## src/mpbm_pkg.sv

```systemverilog
// Shared constants, opcodes and the command type of the multi-pattern byte matcher.
// No dependencies; every other file of the block but mpbm_ram uses this package.
package mpbm_pkg;

    localparam int OPCODE_WIDTH = 3;
    localparam int SYM_WIDTH    = 8;
    localparam int STATE_WIDTH  = 10;
    localparam int PAT_WIDTH    = 16;
    localparam int POS_WIDTH    = 32;
    localparam int LINK_WIDTH   = STATE_WIDTH + 1;
    localparam int ENTRY_WIDTH  = LINK_WIDTH + PAT_WIDTH;

    localparam int STATE_COUNT_DEF          = 1024;
    localparam int ALPHABET_DEF             = 256;
    localparam int OUTPUT_ENTRIES_DEF       = 1024;
    localparam int MAX_MATCHES_PER_BYTE_DEF = 64;
    localparam int QUEUE_DEPTH              = 4;

    localparam logic [OPCODE_WIDTH-1:0] OP_SCAN    = 3'd0;
    localparam logic [OPCODE_WIDTH-1:0] OP_GOTO    = 3'd1;
    localparam logic [OPCODE_WIDTH-1:0] OP_HEAD    = 3'd2;
    localparam logic [OPCODE_WIDTH-1:0] OP_SUFFIX  = 3'd3;
    localparam logic [OPCODE_WIDTH-1:0] OP_ENTRY   = 3'd4;
    localparam logic [OPCODE_WIDTH-1:0] OP_RESTART = 3'd5;

    // A classified item as it travels from the front end to the back end.
    // The link field holds the valid flag in its top bit.
    typedef struct packed {
        logic [OPCODE_WIDTH-1:0] op;
        logic [SYM_WIDTH-1:0]    sym;
        logic [STATE_WIDTH-1:0]  sidx;
        logic [STATE_WIDTH-1:0]  eidx;
        logic [LINK_WIDTH-1:0]   link;
        logic [PAT_WIDTH-1:0]    pattern;
    } t_cmd;

endpackage

```

## src/mpbm_fifo.sv

```systemverilog
// Short command queue between the front end and the back end.
// Depends on mpbm_pkg for the command type.
module mpbm_fifo #(
    parameter int DEPTH = mpbm_pkg::QUEUE_DEPTH,
    localparam int PW = (DEPTH > 1) ? $clog2(DEPTH) : 1,
    localparam int CW = $clog2(DEPTH + 1)
) (
    input  logic            i_clk,
    input  logic            i_rst_n,
    input  logic            i_push,
    input  mpbm_pkg::t_cmd  i_cmd,
    output logic            o_full,
    input  logic            i_pop,
    output logic            o_valid,
    output mpbm_pkg::t_cmd  o_cmd
);
    import mpbm_pkg::*;

    t_cmd          r_mem [DEPTH];
    logic [PW-1:0] r_wptr;
    logic [PW-1:0] r_rptr;
    logic [CW-1:0] r_count;
    logic [PW-1:0] n_wptr;
    logic [PW-1:0] n_rptr;
    logic [CW-1:0] n_count;
    logic          do_push;
    logic          do_pop;

    assign o_full  = (32'(r_count) == 32'(DEPTH));
    assign o_valid = (r_count != '0);
    assign o_cmd   = r_mem[r_rptr];
    assign do_push = i_push && !o_full;
    assign do_pop  = i_pop && o_valid;

    always_comb begin
        n_wptr  = r_wptr;
        n_rptr  = r_rptr;
        n_count = r_count;
        if (do_push) begin
            n_wptr = (32'(r_wptr) == 32'(DEPTH - 1)) ? '0 : r_wptr + PW'(1);
        end
        if (do_pop) begin
            n_rptr = (32'(r_rptr) == 32'(DEPTH - 1)) ? '0 : r_rptr + PW'(1);
        end
        if (do_push && !do_pop) begin
            n_count = r_count + CW'(1);
        end else if (do_pop && !do_push) begin
            n_count = r_count - CW'(1);
        end
    end

    always_ff @(posedge i_clk) begin
        if (!i_rst_n) begin
            r_wptr  <= '0;
            r_rptr  <= '0;
            r_count <= '0;
        end else begin
            r_wptr  <= n_wptr;
            r_rptr  <= n_rptr;
            r_count <= n_count;
        end
    end

    always_ff @(posedge i_clk) begin
        if (do_push) begin
            r_mem[r_wptr] <= i_cmd;
        end
    end
endmodule

```

## config.mk

```make
export PLATFORM = sky130hd
export DESIGN_NAME = mpbm_fifo
export DESIGN_NICKNAME = d
export VERILOG_FILES = /design/src/mpbm_pkg.sv /design/src/mpbm_fifo.sv
export SDC_FILE = /design/constraint.sdc
export NUM_CORES = 1
export LEC_CHECK = 0
export BUFFER_PORTS_ARGS = -buffer_cell sky130_fd_sc_hd__buf_4
export CAP_MARGIN = 20
export CORE_UTILIZATION = 50
export CTS_CLUSTER_SIZE = 16
export DETAILED_ROUTE_END_ITERATION = 16
export PLACE_DENSITY = 0.71
export SLEW_MARGIN = 20
export SYNTH_ARGS = -nofsm -noshare
export SYNTH_HDL_FRONTEND = slang
export SYNTH_SLANG_ARGS = --single-unit
```

## constraint.sdc

```tcl
create_clock -name i_clk -period 5.25 [get_ports i_clk]
set_input_delay 0.2625 -clock i_clk [delete_from_list [all_inputs] [get_ports i_clk]]
set_output_delay 0.2625 -clock i_clk [all_outputs]
set_load 0.03 [all_outputs]
```

==> results by group, run 1 <==
STA
  – Post-route minimum period: between 2 and 3 ns
  – Final hold violations: 0
  – Final period utilization: 56.0%
  – Hold Slack: around 0.094 ns
  – Fmax achieved: between 0.3 and 0.4 GHz
  – Worst slew pin tran: approximately 0.9 ns
  – Setup tns final: 0 ns
  – Rel. slew slack: between 40% and 50%
  – Fin Clk Skew: roughly 0.0054 ns
  – RSZ-0062 raised after global routing: no
  – Setup violators final: 0
  – Pins Over Slew Limit: 0

Run status
  – Status: completed

Logic synthesis
  – Mean Syn Cell Area: 25.1 um2
  – Mapped Area: 8870 um2
  – Seq/Total Area, Yosys: about 81%
  – Post-Syn Instances: 354
  – Syn_nets: about 420
  – Ys Warns: 0
  – Synth cell types: 25
  – Synth Register Bits: roughly 240

Critical path
  – Crit Path Max Fanout: 30
  – WP data required: approximately 5.0 ns
  – Critical path type: reg -> out
  – Critical path arrival: around 2.7 ns
  – Reg2Reg Launch Point: r_count[0]
  – Critical Path End Type: output pin
  – Nature of the critical path startpoint: register
  – FF-to-FF End: r_count[2]
  – R2R setup slack: approximately 2.7 ns
  – Worst Setup EP: o_cmd[51]
  – R2R depth: 7

Clock tree
  – CTS resizes: 0
  – CTS max path bufs: 3
  – Clock Latency Late Sink: between 0.4 and 0.5 ns
  – Clk root buf: clkbuf_16
  – Clock transition at the registers of the reported paths: about 0.06 ns
  – CTS buffer count: 23
  – Sink Count: between 200 and 250
  – H-tree depth: 1
  – CTS tree: built
  – Setup Buffers After CTS: 0

Floorplan
  – Core area: between 15,000 and 20,000 um2
  – Die extent in y: ~140 um
  – Num rows: between 40 and 50
  – Die Area: between 15,000 and 20,000 um2
  – Initial core utilization: between 50% and 60%
  – Top Ports: about 120
  – Die X: approximately 140 um

Detailed routing
  – Drt drc: 0
  – Antenna-violating nets left: 0
  – Starting DRT DRC Count: 217
  – Vias per cell: 5.33
  – Drt pass-1 iters: 4
  – Final WL: around 15,000 um
  – Vias: approximately 4.2k
  – WL/cell: around 19 um

Power and ir drop
  – Peak supply drop: 0.000335 V
  – P_leak: 3.85 nW
  – Tot Pwr: 0.00562 W
  – Power density cells: between 400 and 500 nW/um2

Place
  – I/O Buffers: approximately 120
  – DP Area: 9960 um2
  – Half-perimeter wire length after placement: a little over 8000 um
  – Placer Congestion: approximately 0.67

Cells and area
  – Ant. Diodes: 0
  – Layout cell share with drive strength beyond 1: 39.0%
  – Post-layout nets: 614
  – P&R area growth vs syn: 27.3%
  – Post-route cell area: between 10,000 and 15,000 um2

Global route
  – Largest net degree at the start of global routing: 59
  – Initial antenna violation count: 0
  – Global router's overall resource usage: between 15 and 20%
  – Remaining Overflow, GRT: 0
  – Global-route wire length before repair: approximately 23,000 um
  – Vias in the first global route: 4,371

Worst hold path
  – HP Class: in -> reg

Run
  – Number of max-cap violations: 0
-- cells in the mapped netlist --
cell | number | area [um2]
xor2_1 | 1 | 8.76
mux2i_1 | 3 | 30.0
o31ai_1 | 1 | 7.51
buf_4 | 3 | 22.5
buf_1 | 3 | 11.3
mux4_2 | 58 | 1310
inv_1 | 3 | 11.3
edfxtp_1 | 232 | 6970
nand3_1 | 2 | 10.0
nor2_1 | 2 | 7.51
nor2b_1 | 2 | 12.5
ha_1 | 6 | 75.1
o21ai_0 | 3 | 15.0
buf_2 | 3 | 15.0
clkbuf_1 | 2 | 7.51
buf_6 | 1 | 11.3
nor3b_1 | 1 | 7.51
or3_1 | 2 | 12.5
and2_1 | 5 | 31.3
dfxtp_1 | 9 | 180
buf_12 | 3 | 60.1
nand2_1 | 6 | 22.5
xnor2_1 | 1 | 8.76
fa_1 | 1 | 20.0
a21boi_0 | 1 | 7.51
-- metal layers --
metal / vias up / global-route usage (%) / wire, um
met1: 2161 / 22.7 / 6550
met3: 24 / 3.14 / 787
met4: 0 / 5.31 / 289
met5: - / 0 / 0
met2: 118 / 28.3 / 7530
li1: 1877 / - / -
-- flip-flops by register name, indices dropped and copies added (netlist names), named ones only --
signal	count
r_rptr	2
r_wptr	2
r_mem	232
r_count	3
-- worst max-delay path, stage by stage (launching register included) --
cell and delay, ns:
dfxtp_4 0.73, buf_4 0.63, mux4_2 0.62, buf_4 0.19
-- kinds of logic after synthesis --
group                    synth area share (%)
multiplexers                             15.1
AO/OA/AOI/OAI                           0.339
buffers and inverters                    1.57
XOR/XNOR                                0.198
AND/OR/NAND/NOR                          1.17
flip-flops                               80.6
adder cells (fa/ha/maj)                  1.07
-- worst min-delay path by stage --
stage | start | end | cells past startpoint
final | i_rst_n | r_count[0] | 2
after global routing | i_rst_n | r_count[2] | 2
after CTS | i_rst_n | r_count[0] | 2
after detailed placement | i_cmd[24] | r_mem[0][24] | 1
after global placement | i_cmd[49] | r_mem[1][49] | 1
after floorplan | i_cmd[0] | r_mem[0][0] | 0
-- per-stage QoR --
step | worst slack, ns | utilization (%) | cells
floorplan | 2.46 | - | 354
global placement | 2.73 | 57.6 | 687
detailed placement | 2.70 | 57.6 | 687
CTS | 2.17 | 65.3 | 784
global route | 2.08 | 65.3 | 784
finish | 2.31 | 65.3 | 784
-- timing repair --
| action | 4_1_cts | 5_1_grt |
|---|---|---|
| endpoints found under the setup margin | 0 | 0 |
| hold endpoints to repair | 232 | 0 |
| hold buffers | 58 | 0 |
-- layout make-up --
| cell class | count | area (um2) |
|---|---|---|
| clock inverters | 16 | 176 |
| flip-flops and latches | 241 | 7150 |
| inverters | 3 | 11.3 |
| repair buffers | 181 | 1500 |
| fillers | 1190 | 6000 |
| clock buffers | 23 | 576 |
| multi-input cells | 95 | 1590 |
| well taps | 225 | 282 |
-- placed cells by master, fill, tap and decap left out, types with 2 or more instances in the layout --
master / synthesis / layout
inv_1: 3 / 3
clkbuf_16: 0 / 23
dfxtp_1: 9 / 7
ha_1: 6 / 6
edfxtp_1: 232 / 232
clkinv_2: 0 / 2
o21ai_0: 3 / 3
buf_4: 3 / 123
nor2b_1: 2 / 2
clkinv_1: 0 / 8
nor2_1: 2 / 2
or3_1: 2 / 2
dlygate4sd3_1: 0 / 58
mux2i_1: 3 / 3
bufinv_16: 0 / 4
nand2_1: 6 / 6
nand3_1: 2 / 2
and2_4: 0 / 4
mux4_2: 58 / 58
-- power breakdown --
part / switching (W) / internal (W) / total, W / leakage (nW)
Combinational: 0.000864 / 0.000669 / 0.00153 / 1.28
Sequential: 0.000105 / 0.00235 / 0.00245 / 2.20
Clock: 0.000643 / 0.000989 / 0.00163 / 0.365
Total: 0.00161 / 0.00401 / 0.00562 / 3.85
No activity file was read; power rests on OpenSTA's default activity.
==> run 2, diff against run 1 <==
--- a/config.mk
+++ b/config.mk
@@ -10,7 +10,7 @@
 export CORE_UTILIZATION = 50
 export CTS_CLUSTER_SIZE = 16
 export DETAILED_ROUTE_END_ITERATION = 16
-export PLACE_DENSITY = 0.71
+export PLACE_DENSITY = 0.74
 export SLEW_MARGIN = 20
 export SYNTH_ARGS = -nofsm -noshare
 export SYNTH_HDL_FRONTEND = slang
==> constraint.sdc (replaced) <==
create_clock -name i_clk -period 2.4 [get_ports i_clk]
set_input_delay 0.12 -clock i_clk [delete_from_list [all_inputs] [get_ports i_clk]]
set_output_delay 0.12 -clock i_clk [all_outputs]
set_load 0.03 [all_outputs]
==> run 2 against run 1 <==
Cell area is 1.8% higher. Sequential power is 120% higher. Hold slack better by 0.0099 ns. Register-to-register slack worse by 2.5 ns. Die area stayed put. Utilization is 1.2 points higher. Flip-flop and latch count stayed put. Sequential share of layout area is 1.1 points lower. Setup slack worse by 2.1 ns. Wire length is 6.4% higher. Critical endpoint is now o_cmd[38]. Largest power group unchanged.
==> results by group, run 2 (synthesized netlist as in run 1, its figures left out) <==
STA
  – Final hold violations: 0 (unchanged)
  – Post-route minimum period: approximately 2.2 ns
  – Fmax achieved: 0.457 GHz
  – Setup tns final: 0 ns (unchanged)
  – Fin Clk Skew: 0.0141 ns (+0.00872 ns)
  – Pins Over Slew Limit: 0 (unchanged)
  – Final period utilization: approximately nine tenths
  – RSZ-0062 raised after global routing: no
  – Worst slew pin tran: 0.484 ns (-0.414 ns)
  – Setup violators final: 0 (unchanged)
  – Rel. slew slack: 67.7% (+28 points)
  – Hold Slack: 0.104 ns (+0.00987 ns)
  – Setup ws final: 0.212 ns (-2.10 ns)

Detailed routing
  – Antenna-violating nets left: 0 (unchanged)
  – Starting DRT DRC Count: 211 (-2.8%)
  – Vias: 4,246 (+1.6%)
  – Final WL: 16,100 um (+6.4%)
  – Vias per cell: 5.29 (-0.70%)
  – Drt drc: 0 (unchanged)
  – Drt pass-1 iters: 4 (unchanged)
  – WL/cell: 20.1 um (+4.0%)

Cells and area
  – Max FFs per register: 232 (unchanged)
  – Most common cell after layout, fill and taps aside: edfxtp_1
  – Commonest non-fill, non-tap cells in the layout: edfxtp_1 (232), buf_4 (129), dlygate4sd3_1 (59)
  – Post-layout nets: 630 (+2.6%)
  – Ant. Diodes: 0 (unchanged)
  – Fillers: 1,115 (-6.3%)
  – Final cell count without fillers: 802 (+2.3%)
  – Layout cell share with drive strength beyond 1: 40.4% (+1.4 points)
  – Post-route cell area: 11,500 um2 (+1.8%)
  – Largest Register: r_mem
  – Top Registers: r_mem (232), r_count (3)
  – P&R area growth vs syn: 29.6%

Power and ir drop
  – Peak supply drop: 0.000871 V (+160%)
  – Power density cells: 1080 nW/um2 (+120%)
  – P_leak: 3.95 nW (+2.6%)

Clock tree
  – Clock transition at the registers of the reported paths: 0.06 ns (about the same)
  – H-tree depth: 1 (unchanged)
  – Setup Buffers After CTS: 0 (unchanged)
  – CTS max path bufs: 3 (unchanged)
  – CTS tree: built
  – CTS buffer count: 25 (+8.7%)
  – Clock Latency Late Sink: 0.51 ns (+0.02 ns)
  – Sink Count: 241 (unchanged)
  – Clk root buf: clkbuf_16

Place
  – DP Area: 10,200 um2 (+1.9%)
  – Post-Place Cells: 700 (+1.9%)
  – Pre-CTS WS: 0.247 ns (-2.46 ns)
  – Placer Congestion: 0.695 (+4.1%)
  – I/O Buffers: 121 (unchanged)
  – Half-perimeter wire length after placement: 9350 um (+16%)

Run status
  – Status: completed

Critical path
  – Nature of the critical path startpoint: register
  – Critical path type: reg -> out
  – Crit Path Max Fanout: 58 (+93%)
  – Top Family by Delay on Critical Path: multiplexers
  – Critical path arrival: 2.07 ns (-0.61 ns)
  – Master of the slowest instance on the critical path: mux4_2
  – FF-to-FF End: r_count[2]
  – R2R depth: 7 (unchanged)
  – Critical-path cell list: buf_12 -> mux4_2 -> buf_4
  – R2R setup slack: 0.21 ns (-2.52 ns)
  – Reg2Reg Launch Point: r_count[0]
  – Critical path buffers and inverters: 2 (unchanged)
  – Crit path largest cell delay: 0.60 ns (-0.13 ns)
  – Critical Path End Type: output pin
  – WP data required: 2.28 ns (-2.71 ns)

Floorplan
  – Die Area: 18,300 um2 (unchanged)
  – Core area: 17,300 um2 (unchanged)
  – Initial core utilization: 51.3% (unchanged)
  – Die X: 135 um (unchanged)
  – Die extent in y: 135 um (unchanged)
  – Num rows: 48 (unchanged)
  – Top Ports: 122 (unchanged)

Worst hold path
  – WHS Path Cells: 4 (+2)
  – HP Class: in -> reg
  – Worst Hold Launch: i_pop

Global route
  – Largest net degree at the start of global routing: 59 (unchanged)
  – Global router's overall resource usage: 17.9% (+0.99 points)
  – Global-route wire length before repair: 24,600 um (+6.9%)
  – Vias in the first global route: 4,633 (+6.0%)
  – Initial antenna violation count: 0 (unchanged)
  – Remaining Overflow, GRT: 0 (unchanged)

Run
  – Number of max-cap violations: 0 (unchanged)
-- run 2: power by group --
part           internal [W]  switching [W]  total [W]
logic               0.00157        0.00200    0.00357
registers           0.00513       0.000152    0.00528
clock network       0.00213        0.00144    0.00357
-- run 2: repair_timing --
action	CTS	global route
hold endpoints to repair	241	0
hold buffers	59	0
gates resized for setup	0	0
-- run 2: area by class of cell --
cell class                      instances  area, um2  area share (%)
Sequential cell                       241       7150            62.2
Timing Repair Buffer                  195       1700            14.8
Multi-Input combinational cell         95       1600            13.9
Clock buffer                           36        667            5.80
Tap cell                              225        282            2.45
Clock inverter                          7       85.1           0.740
Inverter                                3       11.3          0.0980
-- run 2: worst reg2reg max path, cell delays in order (launching register included) --
cell      delay [ns]
dfxtp_1         0.37
o31ai_1         0.35
ha_1            0.27
inv_1           0.07
fa_1            0.38
xor2_1          0.19
or3_1           0.33
a21boi_0        0.16
-- run 2: how the worst max path moves through the flow --
stage	slack [ns]	start	to	depth (start not counted)
detailed placement	0.25	r_count[0]	r_count[2]	7
global route	0.11	r_count[0]	r_count[2]	8
floorplan	0.22	r_count[0]	r_count[2]	9
global placement	0.40	r_count[0]	r_count[2]	7
finish	0.21	register	o_cmd[38]	3
CTS	0.15	register	o_cmd[35]	3
-- run 2: per-layer routing --
layer	global-route usage, %	wire length [um]
met1	22.3	6460
met2	31.9	8500
met3	3.44	800
met4	5.06	360
met5	0	0
-- run 2: stage by stage --
step	power (W)	utilization (%)
floorplan	0.00773	-
global route	0.0129	66.4
detailed placement	0.00891	58.7
finish	0.0124	66.4
global placement	0.00882	58.7
CTS	0.0126	66.4
